==> src/fdct_pkg.sv <==
package fdct_pkg;

    localparam int FracBitsDef = 11;
    localparam int RowW = 16;
    localparam int WideW = 24;

    typedef struct packed {
        logic [7:0] sample_7;
        logic [7:0] sample_6;
        logic [7:0] sample_5;
        logic [7:0] sample_4;
        logic [7:0] sample_3;
        logic [7:0] sample_2;
        logic [7:0] sample_1;
        logic [7:0] sample_0;
    } t_in_beat;

    typedef struct packed {
        logic        last_row;
        logic [2:0]  freq_row;
        logic signed [11:0] coef_7;
        logic signed [11:0] coef_6;
        logic signed [11:0] coef_5;
        logic signed [11:0] coef_4;
        logic signed [11:0] coef_3;
        logic signed [11:0] coef_2;
        logic signed [11:0] coef_1;
        logic signed [11:0] coef_0;
    } t_out_beat;

    typedef logic signed [WideW-1:0] t_vec8 [8];

    typedef enum logic [1:0] {
        ST_IDLE,
        ST_COL,
        ST_EMIT
    } t_back_state;

    localparam logic [63:0] K30_C4   = 64'd759250124;
    localparam logic [63:0] K30_C6   = 64'd410903207;
    localparam logic [63:0] K30_C2M6 = 64'd581104887;
    localparam logic [63:0] K30_C2P6 = 64'd1402911300;

    function automatic logic [63:0] aan_scale28(input int k);
        case (k)
            0: return 64'd268435456;
            1: return 64'd372330673;
            2: return 64'd350727825;
            3: return 64'd315646704;
            4: return 64'd268435456;
            5: return 64'd210908384;
            6: return 64'd145276222;
            default: return 64'd74061176;
        endcase
    endfunction

    function automatic logic [19:0] kconst(input logic [63:0] k30, input int fb);
        logic [63:0] t;
        t = k30 >> (30 - fb);
        return t[19:0];
    endfunction

    // floor(2^(fb+56) / (8*a[u]*a[v])), elaboration only
    function automatic logic [31:0] descale(input int u, input int v, input int fb);
        logic [127:0] d;
        logic [127:0] r;
        logic [127:0] q;
        d = 128'd8 * aan_scale28(u) * aan_scale28(v);
        r = 128'd0;
        q = 128'd0;
        for (int b = fb + 56; b >= 0; b--) begin
            r = {r[126:0], (b == fb + 56) ? 1'b1 : 1'b0};
            q = {q[126:0], 1'b0};
            if (r >= d) begin
                r = r - d;
                q[0] = 1'b1;
            end
        end
        return q[31:0];
    endfunction

endpackage

==> src/fdct_aan8.sv <==
module fdct_aan8 #(
    parameter int FRAC_BITS = fdct_pkg::FracBitsDef
) (
    input  logic                 i_clk,
    input  fdct_pkg::t_vec8      i_d,
    output fdct_pkg::t_vec8      o_d
);
    import fdct_pkg::*;

    localparam logic signed [20:0] C4   = {1'b0, kconst(K30_C4, FRAC_BITS)};
    localparam logic signed [20:0] C6   = {1'b0, kconst(K30_C6, FRAC_BITS)};
    localparam logic signed [20:0] C2M6 = {1'b0, kconst(K30_C2M6, FRAC_BITS)};
    localparam logic signed [20:0] C2P6 = {1'b0, kconst(K30_C2P6, FRAC_BITS)};

    logic signed [WideW-1:0] r_e0, r_e1, r_e2, r_e3, r_d07, r_o0, r_o1, r_o2;
    logic signed [WideW-1:0] r_m, r_r, r_p, r_q, r_h;
    logic signed [WideW-1:0] r_a0, r_a4, r_a3, r_d07b;
    logic signed [WideW-1:0] n_s07, n_s16, n_s25, n_s34;
    logic signed [44:0] n_pm, n_pr, n_pp, n_pq, n_ph;

    always_comb begin
        n_s07 = i_d[0] + i_d[7];
        n_s16 = i_d[1] + i_d[6];
        n_s25 = i_d[2] + i_d[5];
        n_s34 = i_d[3] + i_d[4];
        n_pm = (r_e2 + r_e3) * C4;
        n_pr = (r_o0 - r_o2) * C6;
        n_pp = r_o0 * C2M6;
        n_pq = r_o2 * C2P6;
        n_ph = r_o1 * C4;
    end

    always_ff @(posedge i_clk) begin
        r_e0  <= n_s07 + n_s34;
        r_e3  <= n_s07 - n_s34;
        r_e1  <= n_s16 + n_s25;
        r_e2  <= n_s16 - n_s25;
        r_d07 <= i_d[0] - i_d[7];
        r_o0  <= (i_d[3] - i_d[4]) + (i_d[2] - i_d[5]);
        r_o1  <= (i_d[2] - i_d[5]) + (i_d[1] - i_d[6]);
        r_o2  <= (i_d[1] - i_d[6]) + (i_d[0] - i_d[7]);
        r_m   <= WideW'(n_pm >>> FRAC_BITS);
        r_r   <= WideW'(n_pr >>> FRAC_BITS);
        r_p   <= WideW'(n_pp >>> FRAC_BITS);
        r_q   <= WideW'(n_pq >>> FRAC_BITS);
        r_h   <= WideW'(n_ph >>> FRAC_BITS);
        r_a0  <= r_e0 + r_e1;
        r_a4  <= r_e0 - r_e1;
        r_a3  <= r_e3;
        r_d07b <= r_d07;
    end

    always_comb begin
        o_d[0] = r_a0;
        o_d[4] = r_a4;
        o_d[2] = r_a3 + r_m;
        o_d[6] = r_a3 - r_m;
        o_d[5] = (r_d07b - r_h) + (r_p + r_r);
        o_d[3] = (r_d07b - r_h) - (r_p + r_r);
        o_d[1] = (r_d07b + r_h) + (r_q + r_r);
        o_d[7] = (r_d07b + r_h) - (r_q + r_r);
    end

endmodule

==> src/fdct_front.sv <==
module fdct_front #(
    parameter int FRAC_BITS = fdct_pkg::FracBitsDef
) (
    input  logic                  i_clk,
    input  logic                  i_rst_n,
    input  logic                  i_valid,
    input  fdct_pkg::t_in_beat    i_data,
    output logic                  o_stall,
    input  logic                  i_blk_free,
    output logic                  o_blk_done,
    output logic                  o_wr,
    output logic [2:0]            o_wr_row,
    output fdct_pkg::t_vec8       o_wr_data
);
    import fdct_pkg::*;

    t_vec8 n_d;
    logic [2:0] r_row;
    logic [1:0] r_vld;
    logic [2:0] r_prow [2];
    logic       r_pend;
    logic       acc;

    fdct_aan8 #(.FRAC_BITS(FRAC_BITS)) u_row (
        .i_clk (i_clk),
        .i_d   (n_d),
        .o_d   (o_wr_data)
    );

    // hold the first row of a block until the previous block has reached the store and a bank is free
    assign o_stall = (r_row == 3'd0) && (!i_blk_free || r_pend);
    assign acc = i_valid && !o_stall;

    always_comb begin
        n_d[0] = WideW'(($signed({2'b00, i_data.sample_0}) - 10'sd128) * 4);
        n_d[1] = WideW'(($signed({2'b00, i_data.sample_1}) - 10'sd128) * 4);
        n_d[2] = WideW'(($signed({2'b00, i_data.sample_2}) - 10'sd128) * 4);
        n_d[3] = WideW'(($signed({2'b00, i_data.sample_3}) - 10'sd128) * 4);
        n_d[4] = WideW'(($signed({2'b00, i_data.sample_4}) - 10'sd128) * 4);
        n_d[5] = WideW'(($signed({2'b00, i_data.sample_5}) - 10'sd128) * 4);
        n_d[6] = WideW'(($signed({2'b00, i_data.sample_6}) - 10'sd128) * 4);
        n_d[7] = WideW'(($signed({2'b00, i_data.sample_7}) - 10'sd128) * 4);
    end

    always_ff @(posedge i_clk) begin
        if (!i_rst_n) begin
            r_row  <= 3'd0;
            r_vld  <= 2'b00;
            r_pend <= 1'b0;
        end else begin
            if (acc) begin
                r_row <= r_row + 3'd1;
            end
            r_vld <= {r_vld[0], acc};
            if (acc && (r_row == 3'd7)) begin
                r_pend <= 1'b1;
            end else if (o_blk_done) begin
                r_pend <= 1'b0;
            end
        end
        r_prow[0] <= r_row;
        r_prow[1] <= r_prow[0];
    end

    assign o_wr       = r_vld[1];
    assign o_wr_row   = r_prow[1];
    assign o_blk_done = r_vld[1] && (r_prow[1] == 3'd7);

endmodule

==> config.mk <==
export PLATFORM = sky130hd
export DESIGN_NAME = fdct_front
export DESIGN_NICKNAME = d
export VERILOG_FILES = /design/src/fdct_pkg.sv /design/src/fdct_aan8.sv /design/src/fdct_front.sv
export SDC_FILE = /design/constraint.sdc
export NUM_CORES = 2
export LEC_CHECK = 0
export ABC_AREA = 1
export BUFFER_PORTS_ARGS = -buffer_cell sky130_fd_sc_hd__buf_2
export CAP_MARGIN = 40
export CORE_MARGIN = 3
export CORE_UTILIZATION = 40
export DETAILED_ROUTE_END_ITERATION = 12
export PLACE_DENSITY_LB_ADDON = 0.3
export SLEW_MARGIN = 5
export SYNTH_ARGS = -nofsm -noshare
export SYNTH_HDL_FRONTEND = slang
export SYNTH_SLANG_ARGS = --single-unit
==> constraint.sdc <==
create_clock -name i_clk -period 6.9 [get_ports i_clk]
set_clock_uncertainty 0.05 [all_clocks]
set_input_delay 1.725 -clock i_clk [delete_from_list [all_inputs] [get_ports i_clk]]
set_output_delay 1.725 -clock i_clk [all_outputs]
set_load 0.1 [all_outputs]
======== Word-level counts from Yosys, hierarchy flattened ========
Memories as Yosys holds them, arrays and structs flattened.
Cells that the tools add are included.
operators by class
  reductions and logical operators ........ 9
  muxes and demuxes ....................... 2
  eq/ne operators ......................... 2
  $add $sub $neg .......................... 38
  multiply operators ...................... 5
operators with widths
  kind                                                  count
  adder 24 bit                                          12
  subtractor 24 bit                                     7
  subtractor 8 x 8 -> 9 bit (second input constant)     8
  adder 11 x 11 -> 12 bit                               4
  subtractor 11 x 11 -> 12 bit                          4
  multiplier 45 x 11 -> 35 bit (second input constant)  1
  multiplier 45 x 9 -> 32 bit (second input constant)   1
  multiplier 24 x 13 -> 35 bit (second input constant)  1
  multiplier 24 x 10 -> 33 bit (second input constant)  1
  multiplier 24 x 9 -> 32 bit (second input constant)   1
  adder 24 x 24 -> 25 bit                               1
  subtractor 24 x 24 -> 25 bit                          1
  == test 3 bit (second input constant)                 2
  logical AND 1 bit                                     4
  adder 3 x 1 -> 3 bit (second input constant)          1
  logical NOT 3 bit                                     1
  logical NOT 1 bit                                     2
  two-way mux 1 bit                                     2
  nonzero test 2 bit                                    1
  logical OR 1 bit                                      1
storage, ports and cells
  flip-flop bits (word level) ............. 414
  output and inout bits ................... 198
  memories kept ........................... 1
  RAM bits ................................ 6
memory list
  memory  depth  width  rd ports  clocked after memory_dff  write ports  RTL line          source
  r_prow  2      3      2         0                         2            fdct_front.sv:20  logic [2:0] r_prow [2];

======== Depth between registers and ports, before layout ========
  word-level depth ........................ 7
  gate-level depth with buffers ........... 36
  gate-level depth less buffers ........... 36

======== Cells and area by module ========
A second synthesis with hierarchy kept.
unflattened totals
  cell total of the unflattened synthesis .. 10,425
  area total of the unflattened synthesis .. 70,816.7 um^2
by module, submodules not included
  module      instances  cells each  sequential area each (um^2)  area each (um^2)
  fdct_aan8   1          10,369      8,107.8                      70,346.2
  fdct_front  1          56          240.2                        470.5

======== Worst setup path after synthesis ========
Ideal clock, no wire load.
  path type ............................... reg2out
  from .................................... register u_row.r_d07b[22]
  to ...................................... output o_wr_data[118] (netlist name)
  path buffers ............................ 2
  path slack .............................. 493 ps
  arrival time ............................ 4,632 ps
  stages on the path, launching flop included .. 21
  cells stage by stage .................... dfxtp_1 -> ha_1 -> buf_2 -> nand2_1 -> nand2_1 -> nor2_1 -> o21ai_0 -> a21oi_1 -> nor2_1 -> nor2_1 -> xor2_1 -> ha_1 -> buf_2 -> nor2_1 -> inv_1 -> nor3_2 -> nand3_1 -> nand3_1 -> nand2_1 -> nand2_1 -> xor2_1
RTL lines
  element                 RTL line          source
  from (decl)             fdct_aan8.sv:17   logic signed [WideW-1:0] r_a0, r_a4, r_a3, r_d07b;
  from (signal assigned)  fdct_aan8.sv:50   r_d07b <= r_d07;
  to (decl)               fdct_front.sv:13  output fdct_pkg::t_vec8 o_wr_data

==> results.txt <==
Status -> finished, final reports clean
CP peak stage delay -> 590 ps
Commonest non-fill, non-tap cell in the layout -> inv_1
Post-synth top area cell -> ha_1
Cts hold-fix bufs -> 0
Fin area -> 58450 um2
Worst Setup SP -> u_row.r_r[0]$_DFF_P_
Port bufs -> 261
Nets -> 8995
Overall routing resource usage -> 0.2426
TritonCTS clock tree -> done
Die Span Y -> 372.1 um
Register area share after synthesis -> 0.1378
Synth area leaders -> ha_1, dfxtp_1, fa_1
Critical path launch point type -> flop
Via count -> 47874
Final worst path period share -> 0.9885
Worst Hold Launch -> r_prow[0][1]$_DFF_P_
CTS clk-pin slew, worst paths -> 70 ps
GR Overflow Total -> 0
Initial antenna violation count -> 11
Drt initial violations -> 3559
Final setup TNS -> 0 ps
First-pass GRT wire length -> 263.4 mm
Post-detail-place hpwl -> 151.8 mm
Row count -> 133
Hold endpoint -> r_prow[0][4]$_DFF_P_
Pre-Repair DR Iteration Count -> 6
Setup crit end kind -> output pin
Synth Instances -> 7400
Syn avg cell area -> 7.244 um2
Post-CTS setup buffers -> 0
CP Max Fanout -> 10
R2R Path End -> u_row.r_m[16]$_DFF_P_
Post-synth cell types -> 61
Area of the mapped netlist -> 53610 um2
Worst hold path class -> flop to flop
Largest net degree at the start of global routing -> 18
Post-synth top area share -> 0.2168
Critical Path RT -> 5120 ps
Synthesis-to-layout area growth -> 9.040%
Final GP Congestion -> 1.003
Area of the core -> 132300 um2
Slew of the pin with the lowest slew margin -> 811.6 ps
Routed WL per cell -> 18.06 um
Final Max Slew Viols -> 0
# DRC -> 0
Max Cap Viol -> 0
Reg-to-Reg Start -> u_row.r_e0[2]$_DFF_P_
Clock sinks -> 369
Synth Warn # -> 0
Clock Path Buffers -> 3
Hold Crit Depth -> 0
Placement-stage cell area -> 56830 um2
Critical path's slowest cell -> ha_1
Max Clock Freq -> 146.6 MHz
Initial Utilization -> 0.4052
Io pins -> 266
Clock latency on the worst-skew pair -> 630 ps
Fin crit period -> 6821 ps
Crit path DAT -> 5050 ps
Cells along the critical path -> ha_1 > fa_1 > nand2_1 > nand2_1 > o21ai_0 > buf_4 > inv_1 > a21oi_1 > xnor2_1 > ha_1 > o21ai_0 > a21oi_1 > nand3_1 > a21oi_1 > xor2_1 > buf_2
R2R cell count -> 27
RSZ-0062 raised after global routing -> no
Num CTS Buffers -> 45
WS Path Type -> flop to output pin
CTS Root Cell -> clkbuf_16
Vias in the first global route -> 46476
Final wirelength -> 170.4 mm
Final setup viols -> 0
Hold Violations, Final -> 0
Slew headroom -> 0.4551
Layout Utilization -> 0.4418
CP most frequent cell -> a21oi_1
Vias per cell -> 5.074
Worst R2R Setup Slack -> 460 ps
Layout cells sized above 1 -> 0.06042
Commonest non-fill, non-tap cells in the layout -> inv_1, nand2_1, ha_1
H-tree depth -> 2
Die width -> 372.1 um
Routed Antenna Nets -> 0
Yosys reg bits -> 369
Die ar. -> 138400 um2
Yosys cell counts, drive strengths merged:
| cell | instances |
|---|---|
| xor2 | 413 |
| a31oi | 43 |
| nor3 | 107 |
| a211oi | 18 |
| a22oi | 4 |
| a31o | 3 |
| nand3b | 12 |
| inv | 1629 |
| nor2 | 499 |
| clkbuf | 20 |
| a21o | 51 |
| o211ai | 10 |
| a21oi | 545 |
| nor4 | 36 |
| clkinv | 1 |
| xnor2 | 84 |
| o311ai | 1 |
| fa | 355 |
| xnor3 | 1 |
| buf | 71 |
| nand3 | 323 |
| ha | 929 |
| o31a | 2 |
| conb | 1 |
| or2 | 15 |
| a22o | 3 |
| o221ai | 1 |
| dfxtp | 369 |
| nor3b | 3 |
| nand2b | 1 |
| o31ai | 10 |
| nand2 | 1288 |
| and2 | 11 |
| o21ai | 346 |
| a221oi | 7 |
| o21bai | 101 |
| nand4 | 64 |
| o21a | 7 |
| a21boi | 16 |
area by class of cell:
cell class,count,area (um2)
fill,13686,73840
multi-input combinational,5313,39680
sequential,369,7390
inverter,1630,6118
tap,1755,2196
timing repair buffer,284,1534
clock buffer,55,1184
clock inverter,28,345.3
antenna,2,5.005
worst max-delay path by stage:
stage                            endpoint  cells past startpoint
floorplan                  o_wr_data[118]                     20
global placement    u_row.r_m[16]$_DFF_P_                     26
detailed placement  u_row.r_m[16]$_DFF_P_                     26
CTS                        o_wr_data[115]                     20
global route        u_row.r_r[19]$_DFF_P_                     26
finish                      o_wr_data[11]                     16
critical path: cells and delay by family (launching register included):
family / cells / cell delay (ps)
flip-flops: 1 / 340
adder cells (fa/ha/maj): 3 / 1230
AND/OR/NAND/NOR: 3 / 390
XOR/XNOR: 2 / 410
buffers and inverters: 3 / 680
AO/OA/AOI/OAI: 5 / 1420
cells by family after synthesis:
logic type	count (synthesis)	synth area share
compound gates	1168	0.1228
xor+xnor	498	0.08218
fa+ha+maj	1284	0.3494
buf+inv	1721	0.1230
flops	369	0.1378
other cells	1	0.00006995
simple gates	2359	0.1847
repair_timing:
| action | in CTS | in global routing |
|---|---|---|
| endpoints found under the hold margin | 0 | 0 |
| gates cloned | 0 | 0 |
| gates resized for setup | 8 | 20 |
| setup endpoints to repair | 7 | 49 |
metrics by stage:
stage | std cells | setup WS [ps] | hold slack [ps]
detailed placement | 9351 | 405.4 | 262.1
floorplan | 7403 | 492.5 | 259.6
CTS | 9434 | 3.993 | 275.4
global placement | 9351 | 456.4 | 261.6
finish | 9436 | 79.05 | 275.1
global route | 9434 | 3.526 | 277.3
sequential cells by signal (all words and copies together), names as in the netlist, 3 cells and up:
| register | count |
|---|---|
| u_row.r_d07 | 10 |
| u_row.r_a0 | 22 |
| u_row.r_o1 | 22 |
| u_row.r_a4 | 21 |
| u_row.r_d07b | 10 |
| u_row.r_o0 | 22 |
| u_row.r_p | 24 |
| u_row.r_r | 24 |
| u_row.r_e1 | 22 |
| r_row | 3 |
| u_row.r_m | 24 |
| u_row.r_e0 | 22 |
| u_row.r_a3 | 22 |
| u_row.r_e3 | 21 |
| u_row.r_q | 24 |
| u_row.r_h | 24 |
| r_prow | 6 |
| u_row.r_e2 | 21 |
| u_row.r_o2 | 22 |
per-layer routing:
layer  wire length (um)  up-vias  GRT usage  share of wire
li1                   -    23901          -              -
met1              82260    22388     0.3540           0.48
met2              71930     1381     0.3709           0.42
met3              11570      200    0.03726          0.068
met4               4604        4    0.06186          0.027
met5                 27        -          0        0.00016
Power is not shown: default switching activity piles up to over one toggle a cycle in this logic, so the estimate is an artifact.
